==> config.mk <==
export PLATFORM = sky130hd
export DESIGN_NAME = dead_reckoning_velocity_xy
export DESIGN_NICKNAME = d
export VERILOG_FILES = /design/src/sv/drv_pkg.sv /design/src/sv/dead_reckoning_velocity_xy.sv /design/src/sv/drv_front.sv /design/src/sv/drv_queue.sv /design/src/sv/drv_cordic.sv
export SDC_FILE = /design/constraint.sdc
export NUM_CORES = 2
export LEC_CHECK = 0
export BUFFER_PORTS_ARGS = -buffer_cell sky130_fd_sc_hd__buf_2
export CAP_MARGIN = 20
export CORE_AREA = 5 5 400 402
export DETAILED_ROUTE_END_ITERATION = 12
export DIE_AREA = 0 0 405 407
export PLACE_DENSITY = 0.57
export SETUP_SLACK_MARGIN = 0.05
export SLEW_MARGIN = 25
export SYNTH_ARGS = -nofsm -noshare
export SYNTH_HDL_FRONTEND = slang
export SYNTH_SLANG_ARGS = --single-unit
==> constraint.sdc <==
create_clock -name clk_i -period 9 [get_ports clk_i]
set_input_delay 1.8 -clock clk_i [delete_from_list [all_inputs] [get_ports clk_i]]
set_output_delay 1.8 -clock clk_i [all_outputs]
set_load 0.05 [all_outputs]
==> src/sv/drv_pkg.sv <==
// shared types, constants and functions of the planar velocity block
// no dependencies
`timescale 1ns / 1ps
`default_nettype none

package drv_pkg;

  localparam int InW      = 16;
  localparam int OutW     = 24;
  localparam int GainW    = 16;
  localparam int SumW     = 18;
  localparam int AngW     = 32;
  localparam int XW       = 36;
  localparam int ZW       = 34;
  localparam int CfgIdxW  = 4;
  localparam int CfgDataW = 16;

  localparam int CordicSteps = 16;
  localparam int AtanEntries = 30;
  localparam int AtanIdxW    = 5;
  localparam int NumIter     = (CordicSteps < AtanEntries) ? CordicSteps : AtanEntries;
  localparam int IterW       = $clog2(NumIter);

  localparam int QueueDepth = 2;

  localparam logic [29:0] GainQ30 = 30'd652032874;
  localparam logic signed [XW-1:0] OutMax = XW'(64'sd8388607);
  localparam logic signed [XW-1:0] OutMin = XW'(-64'sd8388608);
  localparam logic signed [XW-1:0] RoundHalf = XW'(64'sd32768);

  localparam logic [CfgIdxW-1:0] RegSpeedGain   = CfgIdxW'(0);
  localparam logic [CfgIdxW-1:0] RegHeadingGain = CfgIdxW'(1);

  typedef struct packed {
    logic signed [XW-1:0] x0;
    logic signed [ZW-1:0] z;
  } drv_item_t;

  function automatic logic [AngW-1:0] atan_entry(input logic [AtanIdxW-1:0] idx);
    logic [AngW-1:0] r;
    unique case (idx)
      5'd0:  r = 32'h20000000;
      5'd1:  r = 32'h12E4051D;
      5'd2:  r = 32'h09FB385B;
      5'd3:  r = 32'h051111D4;
      5'd4:  r = 32'h028B0D43;
      5'd5:  r = 32'h0145D7E1;
      5'd6:  r = 32'h00A2F61E;
      5'd7:  r = 32'h00517C55;
      5'd8:  r = 32'h0028BE53;
      5'd9:  r = 32'h00145F2E;
      5'd10: r = 32'h000A2F98;
      5'd11: r = 32'h000517CC;
      5'd12: r = 32'h00028BE6;
      5'd13: r = 32'h000145F3;
      5'd14: r = 32'h0000A2F9;
      5'd15: r = 32'h0000517C;
      5'd16: r = 32'h000028BE;
      5'd17: r = 32'h0000145F;
      5'd18: r = 32'h00000A2F;
      5'd19: r = 32'h00000517;
      5'd20: r = 32'h0000028B;
      5'd21: r = 32'h00000145;
      5'd22: r = 32'h000000A2;
      5'd23: r = 32'h00000051;
      5'd24: r = 32'h00000028;
      5'd25: r = 32'h00000014;
      5'd26: r = 32'h0000000A;
      5'd27: r = 32'h00000005;
      5'd28: r = 32'h00000002;
      5'd29: r = 32'h00000001;
      default: r = '0;
    endcase
    return r;
  endfunction

  // round half up, drop 16 fraction bits, clamp to output range
  function automatic logic [OutW-1:0] finish(input logic signed [XW-1:0] v);
    logic signed [XW-1:0] r;
    r = (v + RoundHalf) >>> 16;
    if (r > OutMax) begin
      r = OutMax;
    end else if (r < OutMin) begin
      r = OutMin;
    end
    return r[OutW-1:0];
  endfunction

endpackage

`default_nettype wire

==> src/sv/dead_reckoning_velocity_xy.sv <==
// the iterative rotation unit runs 16 rotation steps per sample and sets the throughput;
// it takes a new sample only once the last result is in the output register;
// the front end takes a new sample only while idle, into a two-word queue
// reset: asynchronous active low, clears gains, heading, queue and all valid state
// top level: front end, queue and rotation unit; depends on drv_pkg
`timescale 1ns / 1ps
`default_nettype none

module dead_reckoning_velocity_xy import drv_pkg::*; (
  input  logic                   clk_i,
  input  logic                   rst_ni,
  input  logic                   cfg_valid_i,
  output logic                   cfg_ready_o,
  input  logic [CfgIdxW-1:0]     cfg_index_i,
  input  logic [CfgDataW-1:0]    cfg_data_i,
  input  logic                   in_valid_i,
  output logic                   in_stall_o,
  input  logic signed [InW-1:0]  speed_front_left_i,
  input  logic signed [InW-1:0]  speed_rear_left_i,
  input  logic signed [InW-1:0]  speed_front_right_i,
  input  logic signed [InW-1:0]  speed_rear_right_i,
  input  logic signed [InW-1:0]  yaw_rate_i,
  output logic                   out_valid_o,
  input  logic                   out_stall_i,
  output logic signed [OutW-1:0] velocity_x_o,
  output logic signed [OutW-1:0] velocity_y_o
);

  logic      fr_valid, fr_ready, bk_valid, bk_ready;
  drv_item_t fr_item, bk_item;

  assign cfg_ready_o = 1'b1;

  drv_front u_front (
    .clk_i               (clk_i),
    .rst_ni              (rst_ni),
    .cfg_valid_i         (cfg_valid_i),
    .cfg_index_i         (cfg_index_i),
    .cfg_data_i          (cfg_data_i),
    .in_valid_i          (in_valid_i),
    .in_stall_o          (in_stall_o),
    .speed_front_left_i  (speed_front_left_i),
    .speed_rear_left_i   (speed_rear_left_i),
    .speed_front_right_i (speed_front_right_i),
    .speed_rear_right_i  (speed_rear_right_i),
    .yaw_rate_i          (yaw_rate_i),
    .item_valid_o        (fr_valid),
    .item_ready_i        (fr_ready),
    .item_o              (fr_item)
  );

  drv_queue u_queue (
    .clk_i        (clk_i),
    .rst_ni       (rst_ni),
    .push_valid_i (fr_valid),
    .push_ready_o (fr_ready),
    .push_item_i  (fr_item),
    .pop_valid_o  (bk_valid),
    .pop_ready_i  (bk_ready),
    .pop_item_o   (bk_item)
  );

  drv_cordic u_cordic (
    .clk_i        (clk_i),
    .rst_ni       (rst_ni),
    .item_valid_i (bk_valid),
    .item_ready_o (bk_ready),
    .item_i       (bk_item),
    .out_valid_o  (out_valid_o),
    .out_stall_i  (out_stall_i),
    .velocity_x_o (velocity_x_o),
    .velocity_y_o (velocity_y_o)
  );

endmodule

`default_nettype wire

==> src/sv/drv_front.sv <==
// front end: accepts samples, holds gains and heading, builds the rotation start word
// depends on drv_pkg
`timescale 1ns / 1ps
`default_nettype none

module drv_front import drv_pkg::*; (
  input  logic                       clk_i,
  input  logic                       rst_ni,
  input  logic                       cfg_valid_i,
  input  logic [CfgIdxW-1:0]         cfg_index_i,
  input  logic [CfgDataW-1:0]        cfg_data_i,
  input  logic                       in_valid_i,
  output logic                       in_stall_o,
  input  logic signed [InW-1:0]      speed_front_left_i,
  input  logic signed [InW-1:0]      speed_rear_left_i,
  input  logic signed [InW-1:0]      speed_front_right_i,
  input  logic signed [InW-1:0]      speed_rear_right_i,
  input  logic signed [InW-1:0]      yaw_rate_i,
  output logic                       item_valid_o,
  input  logic                       item_ready_i,
  output drv_item_t                  item_o
);

  localparam logic [1:0] FrIdle = 2'd0;
  localparam logic [1:0] FrMulV = 2'd1;
  localparam logic [1:0] FrMulK = 2'd2;
  localparam logic [1:0] FrPush = 2'd3;

  logic [1:0]             state_q, state_d;
  logic [GainW-1:0]       speed_gain_q, heading_gain_q;
  logic [AngW-1:0]        heading_q, heading_d;
  logic signed [SumW-1:0] sum_q, sum_d;
  logic [AngW-1:0]        hinc_q, hinc_d;
  logic signed [SumW-1:0] v_q, v_d;
  drv_item_t              item_q, item_d;

  logic signed [AngW:0]      hprod;
  logic signed [SumW+GainW:0] vprod;
  logic signed [SumW+30:0]   kprod;
  logic signed [XW-1:0]      x0;
  logic                      fold;
  logic [AngW-1:0]           ang;

  always_ff @(posedge clk_i or negedge rst_ni) begin
    if (!rst_ni) begin
      speed_gain_q   <= '0;
      heading_gain_q <= '0;
    end else if (cfg_valid_i) begin
      if (cfg_index_i == RegSpeedGain) begin
        speed_gain_q <= cfg_data_i[GainW-1:0];
      end else if (cfg_index_i == RegHeadingGain) begin
        heading_gain_q <= cfg_data_i[GainW-1:0];
      end
    end
  end

  assign hprod = yaw_rate_i * $signed({1'b0, heading_gain_q});
  assign vprod = sum_q * $signed({1'b0, speed_gain_q});
  assign kprod = v_q * $signed({1'b0, GainQ30});
  assign x0    = XW'($signed(kprod[SumW+29:14]));
  // heading in the left half-plane: negate and turn by half a turn
  assign fold  = heading_q[AngW-1] ^ heading_q[AngW-2];
  assign ang   = {heading_q[AngW-1] ^ fold, heading_q[AngW-2:0]};

  always_comb begin
    state_d   = state_q;
    heading_d = heading_q;
    sum_d     = sum_q;
    hinc_d    = hinc_q;
    v_d       = v_q;
    item_d    = item_q;
    unique case (state_q)
      FrIdle: begin
        if (in_valid_i) begin
          sum_d = SumW'(speed_front_left_i) + SumW'(speed_rear_left_i)
                + SumW'(speed_front_right_i) + SumW'(speed_rear_right_i);
          hinc_d  = hprod[AngW-1:0];
          state_d = FrMulV;
        end
      end
      FrMulV: begin
        v_d       = vprod[SumW+GainW-1:GainW];
        heading_d = heading_q + hinc_q;
        state_d   = FrMulK;
      end
      FrMulK: begin
        item_d.x0 = fold ? -x0 : x0;
        item_d.z  = ZW'($signed(ang));
        state_d   = FrPush;
      end
      FrPush: begin
        if (item_ready_i) begin
          state_d = FrIdle;
        end
      end
      default: state_d = FrIdle;
    endcase
  end

  always_ff @(posedge clk_i or negedge rst_ni) begin
    if (!rst_ni) begin
      state_q   <= FrIdle;
      heading_q <= '0;
    end else begin
      state_q   <= state_d;
      heading_q <= heading_d;
    end
  end

  always_ff @(posedge clk_i) begin
    sum_q  <= sum_d;
    hinc_q <= hinc_d;
    v_q    <= v_d;
    item_q <= item_d;
  end

  assign in_stall_o   = (state_q != FrIdle);
  assign item_valid_o = (state_q == FrPush);
  assign item_o       = item_q;

endmodule

`default_nettype wire

==> src/sv/drv_queue.sv <==
// short word queue between front end and rotation unit
// depends on drv_pkg
`timescale 1ns / 1ps
`default_nettype none

module drv_queue import drv_pkg::*; (
  input  logic      clk_i,
  input  logic      rst_ni,
  input  logic      push_valid_i,
  output logic      push_ready_o,
  input  drv_item_t push_item_i,
  output logic      pop_valid_o,
  input  logic      pop_ready_i,
  output drv_item_t pop_item_o
);

  localparam int PtrW = (QueueDepth > 1) ? $clog2(QueueDepth) : 1;
  localparam int CntW = $clog2(QueueDepth + 1);
  localparam logic [PtrW-1:0] PtrLast = PtrW'(QueueDepth - 1);
  localparam logic [CntW-1:0] CntFull = CntW'(QueueDepth);

  drv_item_t       mem_q [QueueDepth];
  logic [PtrW-1:0] wr_ptr_q, rd_ptr_q;
  logic [CntW-1:0] count_q;
  logic            push, pop;

  assign push_ready_o = (count_q != CntFull);
  assign pop_valid_o  = (count_q != '0);
  assign push         = push_valid_i && push_ready_o;
  assign pop          = pop_valid_o && pop_ready_i;
  assign pop_item_o   = mem_q[rd_ptr_q];

  always_ff @(posedge clk_i or negedge rst_ni) begin
    if (!rst_ni) begin
      wr_ptr_q <= '0;
      rd_ptr_q <= '0;
      count_q  <= '0;
    end else begin
      if (push) begin
        wr_ptr_q <= (wr_ptr_q == PtrLast) ? '0 : wr_ptr_q + PtrW'(1);
      end
      if (pop) begin
        rd_ptr_q <= (rd_ptr_q == PtrLast) ? '0 : rd_ptr_q + PtrW'(1);
      end
      if (push && !pop) begin
        count_q <= count_q + CntW'(1);
      end else if (pop && !push) begin
        count_q <= count_q - CntW'(1);
      end
    end
  end

  always_ff @(posedge clk_i) begin
    if (push) begin
      mem_q[wr_ptr_q] <= push_item_i;
    end
  end

endmodule

`default_nettype wire

==> src/sv/drv_cordic.sv <==
// back end: iterative rotation, rounding, saturation and output register
// depends on drv_pkg
`timescale 1ns / 1ps
`default_nettype none

module drv_cordic import drv_pkg::*; (
  input  logic                   clk_i,
  input  logic                   rst_ni,
  input  logic                   item_valid_i,
  output logic                   item_ready_o,
  input  drv_item_t              item_i,
  output logic                   out_valid_o,
  input  logic                   out_stall_i,
  output logic signed [OutW-1:0] velocity_x_o,
  output logic signed [OutW-1:0] velocity_y_o
);

  localparam logic [1:0] BkIdle = 2'd0;
  localparam logic [1:0] BkRun  = 2'd1;
  localparam logic [1:0] BkDone = 2'd2;
  localparam logic [IterW-1:0] IterLast = IterW'(NumIter - 1);

  logic [1:0]            state_q, state_d;
  logic [IterW-1:0]      iter_q, iter_d;
  logic signed [XW-1:0]  x_q, x_d, y_q, y_d;
  logic signed [ZW-1:0]  z_q, z_d;
  logic                  out_valid_q, out_valid_d;
  logic [OutW-1:0]       vx_q, vy_q;
  logic                  load_out;

  logic signed [XW-1:0]  dx, dy;
  logic signed [ZW-1:0]  da;

  assign dx = y_q >>> iter_q;
  assign dy = x_q >>> iter_q;
  assign da = $signed({{(ZW-AngW){1'b0}}, atan_entry(AtanIdxW'(iter_q))});

  assign load_out = (state_q == BkDone) && (!out_valid_q || !out_stall_i);

  always_comb begin
    state_d = state_q;
    iter_d  = iter_q;
    x_d     = x_q;
    y_d     = y_q;
    z_d     = z_q;
    unique case (state_q)
      BkIdle: begin
        if (item_valid_i) begin
          x_d     = item_i.x0;
          y_d     = '0;
          z_d     = item_i.z;
          iter_d  = '0;
          state_d = BkRun;
        end
      end
      BkRun: begin
        if (!z_q[ZW-1]) begin
          x_d = x_q - dx;
          y_d = y_q + dy;
          z_d = z_q - da;
        end else begin
          x_d = x_q + dx;
          y_d = y_q - dy;
          z_d = z_q + da;
        end
        if (iter_q == IterLast) begin
          state_d = BkDone;
        end else begin
          iter_d = iter_q + IterW'(1);
        end
      end
      BkDone: begin
        if (load_out) begin
          state_d = BkIdle;
        end
      end
      default: state_d = BkIdle;
    endcase
  end

  always_comb begin
    out_valid_d = out_valid_q;
    priority if (load_out) begin
      out_valid_d = 1'b1;
    end else if (out_valid_q && !out_stall_i) begin
      out_valid_d = 1'b0;
    end else begin
      out_valid_d = out_valid_q;
    end
  end

  always_ff @(posedge clk_i or negedge rst_ni) begin
    if (!rst_ni) begin
      state_q     <= BkIdle;
      out_valid_q <= 1'b0;
    end else begin
      state_q     <= state_d;
      out_valid_q <= out_valid_d;
    end
  end

  always_ff @(posedge clk_i) begin
    iter_q <= iter_d;
    x_q    <= x_d;
    y_q    <= y_d;
    z_q    <= z_d;
    if (load_out) begin
      vx_q <= finish(x_q);
      vy_q <= finish(y_q);
    end
  end

  assign item_ready_o = (state_q == BkIdle);
  assign out_valid_o  = out_valid_q;
  assign velocity_x_o = $signed(vx_q);
  assign velocity_y_o = $signed(vy_q);

endmodule

`default_nettype wire

==> qor.log <==
[run_status] run status completed
[min_path] number of cells traversed by the worst hold path 0
[grt] largest net degree at the start of global routing 70
[sta] crit share post-route 88.4%
[worst_setup_path] RR Startpoint u_front.v_q[7]$_DFFE_PN_
[sta] Tightest Pin Transition 1.01 ns
[worst_setup_path] worst reg2reg endpoint u_front.item_o[63]$_DFFE_PP_
[final_layout] net count of the finished layout 7520
[floorplan] number of rows in the core area 145
[synthesis] area of the mapped netlist 62000 µm²
[routing] antenna-violating nets left 0
[grt] antenna violations before repair 3
[min_path] Tightest Hold Check Type reg -> reg
[synthesis] FFs w/ async S/R, synth 13.9%
[worst_setup_path] Worst path max stage delay 0.55 ns
[grt] vias in the first global route 44700
[clock_tree] root buffer cell clkbuf_16
[floorplan] overall die area 165000 µm²
[clock_tree] Max Root-Sink Buffers 3
[clock_tree] CTS buffer count 66
[place] count of input and output buffers 154
[run] number of max-cap violations 0
[synthesis] net count after synthesis 7490
[synthesis] Synth warnings 0
[sta] slew margin rel. 32.6%
[synthesis] post-synth top area share 23.2%
[sta] hold slack final 0.436 ns
[final_layout] proportion of layout cells with a drive suffix above 1 8.52%
[final_layout] area grow syn2layout 7.62%
[worst_setup_path] maximum net fanout on the critical path 10
[synthesis] area leader, netlist fa_1
[grt] Total GRT Usage 18.6%
[min_path] startpoint of the worst hold path u_front.item_o[3]$_DFFE_PP_
[synthesis] synth cell count leaders 960 x inv_1, 720 x fa_1, 585 x nand2_1
[clock_tree] post-cts gate resize count 0
[synthesis] FF+latch count, synth 527
[clock_tree] # Post-CTS Setup Buffers 0
[worst_setup_path] ordered cell list for the critical path inv_1 -> ha_1 -> inv_1 -> fa_1 -> inv_1 -> fa_1 -> inv_1 -> fa_1 -> inv_1 -> fa_1 -> inv_1 -> fa_1 -> ha_1 -> a21oi_1 -> o21ai_0 -> a2111o_1 -> o221a_2 -> nor4b_1 -> and4_1 -> nor4b_2 -> nand3_1 -> o31ai_1 -> xor2_1
[grt] first-pass GRT wire length 246000 µm
[synthesis] sequential-to-total area share from yosys stat 24.4%
[worst_setup_path] data arrival time of the critical path 8.35 ns
[clock_tree] TritonCTS clock tree done
[clock_tree] clock transition at the registers of the reported paths 0.08 ns
[routing] Via Count 42700
[place] Post-Place Cell Area 64700 µm²
[worst_setup_path] Critical Path Sink Type flip-flop
[worst_setup_path] register-to-register setup slack 1.04 ns
[clock_tree] CTS Hold Bufs 0
[place] HPWL after detailed placement 121000 µm
[sta] Final min period 7.96 ns
[grt] Congestion Overflow GR 0
[sta] hold violation count in the final report 0
[routing] DRC violation count after routing 0
[synthesis] Most used DFF post-synth edfxtp_1
[routing] drt first pass iters 5
[floorplan] I/O pin count 156
[synthesis] instance count of the mapped netlist 6107
[synthesis] Avg Inst Size Synth 10.2 µm²
[sta] achievable frequency 126 MHz
[sta] Final Skew 0.0361 ns
[sta] final number of max-transition violations 0
[routing] Vias/cell 5.18
[floorplan] die width 405 µm
[synthesis] number of enable flip-flop cells after synthesis 424
[worst_setup_path] library cell appearing most often on the critical path inv_1
[place] last weighted congestion value of the routability-driven placer 0.923
[min_path] worst min-delay path endpoint u_queue.mem_q[0][3]$_DFFE_PP_
[worst_setup_path] Critical Path RT 9.39 ns
[synthesis] count of unique library cells instantiated by Yosys 103
[worst_setup_path] number of cell instances on the worst register-to-register path 23
[routing] post-detailed-routing wire length 151000 µm
[floorplan] die extent in y 407 µm
[place] number of placed cells counting well taps 8127
[clock_tree] clk sink count 527
[sta] setup repair after global routing missed its margin false
[clock_tree] H-tree Lvls 3
[final_layout] Final Instance Area 66800 µm²
[worst_setup_path] Slowest cell on crit path edfxtp_1
[final_layout] final cell count without fillers 8244
[final_layout] Filler Cells Inserted 15100
[synthesis] cell types occupying the most area after synthesis fa_1 23%, edfxtp_1 21%, ha_1 11%
[floorplan] floorplan core area 156000 µm²
[synthesis] most common cell in the netlist inv_1
[sta] Final setup viols 0
[worst_setup_path] Worst Setup Start Kind flip-flop
[sta] post-route setup TNS 0 ns
[routing] routed length per placed instance 18.3 µm
[routing] initial DRC count 2269
[worst_setup_path] WS Path Type reg -> reg
[floorplan] initial core utilization 39.9%
[clock_tree] clock latency reported for the late side of the worst-skew pair 0.65 ns
-- worst max-delay path: cells and delay by family, from the launching register on --
| kind | cells | cell delay, ns |
|---|---|---|
| AOI/OAI and AO/OA | 5 | 1.65 |
| xor gates and xnor gates | 1 | 0.09 |
| and+or+nand+nor | 4 | 1.49 |
| DFF | 1 | 0.55 |
| buffers and inverters | 6 | 0.50 |
| adders and majority gates | 7 | 3.41 |
-- cells in the final DEF (no fill, tap or decap), types with 36 or more instances in the layout --
cell / n
a21o_1: 111
a21oi_1: 291
a31oi_1: 43
and2_1: 233
and3_1: 36
buf_2: 153
buf_4: 41
clkbuf_16: 68
dfrtp_1: 72
edfxtp_1: 424
fa_1: 720
ha_1: 556
inv_1: 960
mux2_2: 108
mux2i_1: 99
mux4_2: 65
nand2_1: 585
nand2b_1: 42
nand3_1: 86
nand4_1: 36
nor2_1: 272
nor2b_1: 41
nor3_1: 66
o21a_1: 37
o21ai_0: 188
xnor2_1: 239
xor2_1: 154
-- worst max path at each step --
stage | to | startpoint | depth (start not counted) | slack (ns)
4_1_cts | u_front.item_o[63]$_DFFE_PP_ | u_front.v_q[7]$_DFFE_PN_ | 23 | 1.03
2_1_floorplan | u_front.hinc_q[30]$_DFFE_PP_ | yaw_rate_i[1] | 23 | 1.45
3_5_place_dp | u_front.hinc_q[30]$_DFFE_PP_ | yaw_rate_i[1] | 23 | 0.91
5_1_grt | u_front.item_o[63]$_DFFE_PP_ | u_front.v_q[7]$_DFFE_PN_ | 23 | 0.39
6_report | u_front.item_o[63]$_DFFE_PP_ | u_front.v_q[7]$_DFFE_PN_ | 23 | 1.04
3_3_place_gp | u_front.hinc_q[30]$_DFFE_PP_ | yaw_rate_i[4] | 23 | 0.94
-- cell families (layout without fill, tap and decap cells) --
kind of cell | after synthesis | after routing | share of synthesized area, %
compound gates | 906 | 906 | 9.13
xor+xnor | 395 | 395 | 5.59
buf+inv | 1195 | 1272 | 7.64
flops | 527 | 527 | 24.4
fa+ha+maj | 1278 | 1278 | 34.5
mux | 306 | 306 | 7.16
simple gates | 1499 | 1499 | 11.6
other cells | 1 | 3 | 0.00604
-- per-layer routing --
metal	track usage, %	vias to the layer above	part of all wire (%)
li1	-	20400	-
met1	25.9	21200	46
met2	31.3	923	47
met3	2.08	181	3.9
met4	4.65	2	2.3
met5	0	-	0.0086
-- sequential cells by signal (all words and copies together) (netlist names) --
signal                  flops
u_cordic.state_q            2
u_cordic.out_valid_o        1
u_front.speed_gain_q       16
u_queue.rd_ptr_q            1
u_queue.mem_q             136
u_front.item_o             68
u_queue.count_q             2
u_cordic.velocity_x_o      21
u_front.v_q                18
u_front.state_q             2
u_front.heading_q          32
u_front.sum_q              18
u_front.hinc_q             32
u_cordic.z_q               34
u_cordic.x_q               36
u_cordic.da                30
u_cordic.velocity_y_o      21
u_front.heading_gain_q     16
u_cordic.y_q               36
u_queue.wr_ptr_q            1
u_cordic.iter_q             4
-- metrics by stage --
step                      worst slack (ns)  utilization, %
after floorplan                       1.45               -
after global placement               0.941            41.5
after detailed placement             0.911            41.5
after CTS                             1.03            42.9
after global routing                 0.386            42.9
final                                 1.04            42.9
-- final cells by class --
class	instances	area, µm²	area share [%]
diodes	2	5.00	0.00750
clock buffers	76	1740	2.61
clock inverters	39	352	0.527
inverters	962	3610	5.41
multi-input cells	4385	42200	63.2
flip-flops and latches	527	15200	22.7
well taps	2058	2570	3.86
repair buffers	195	1090	1.64
Power is left out: the tool's default activity adds up to more than one toggle a clock period on the data nets, which glitch-free logic cannot reach.
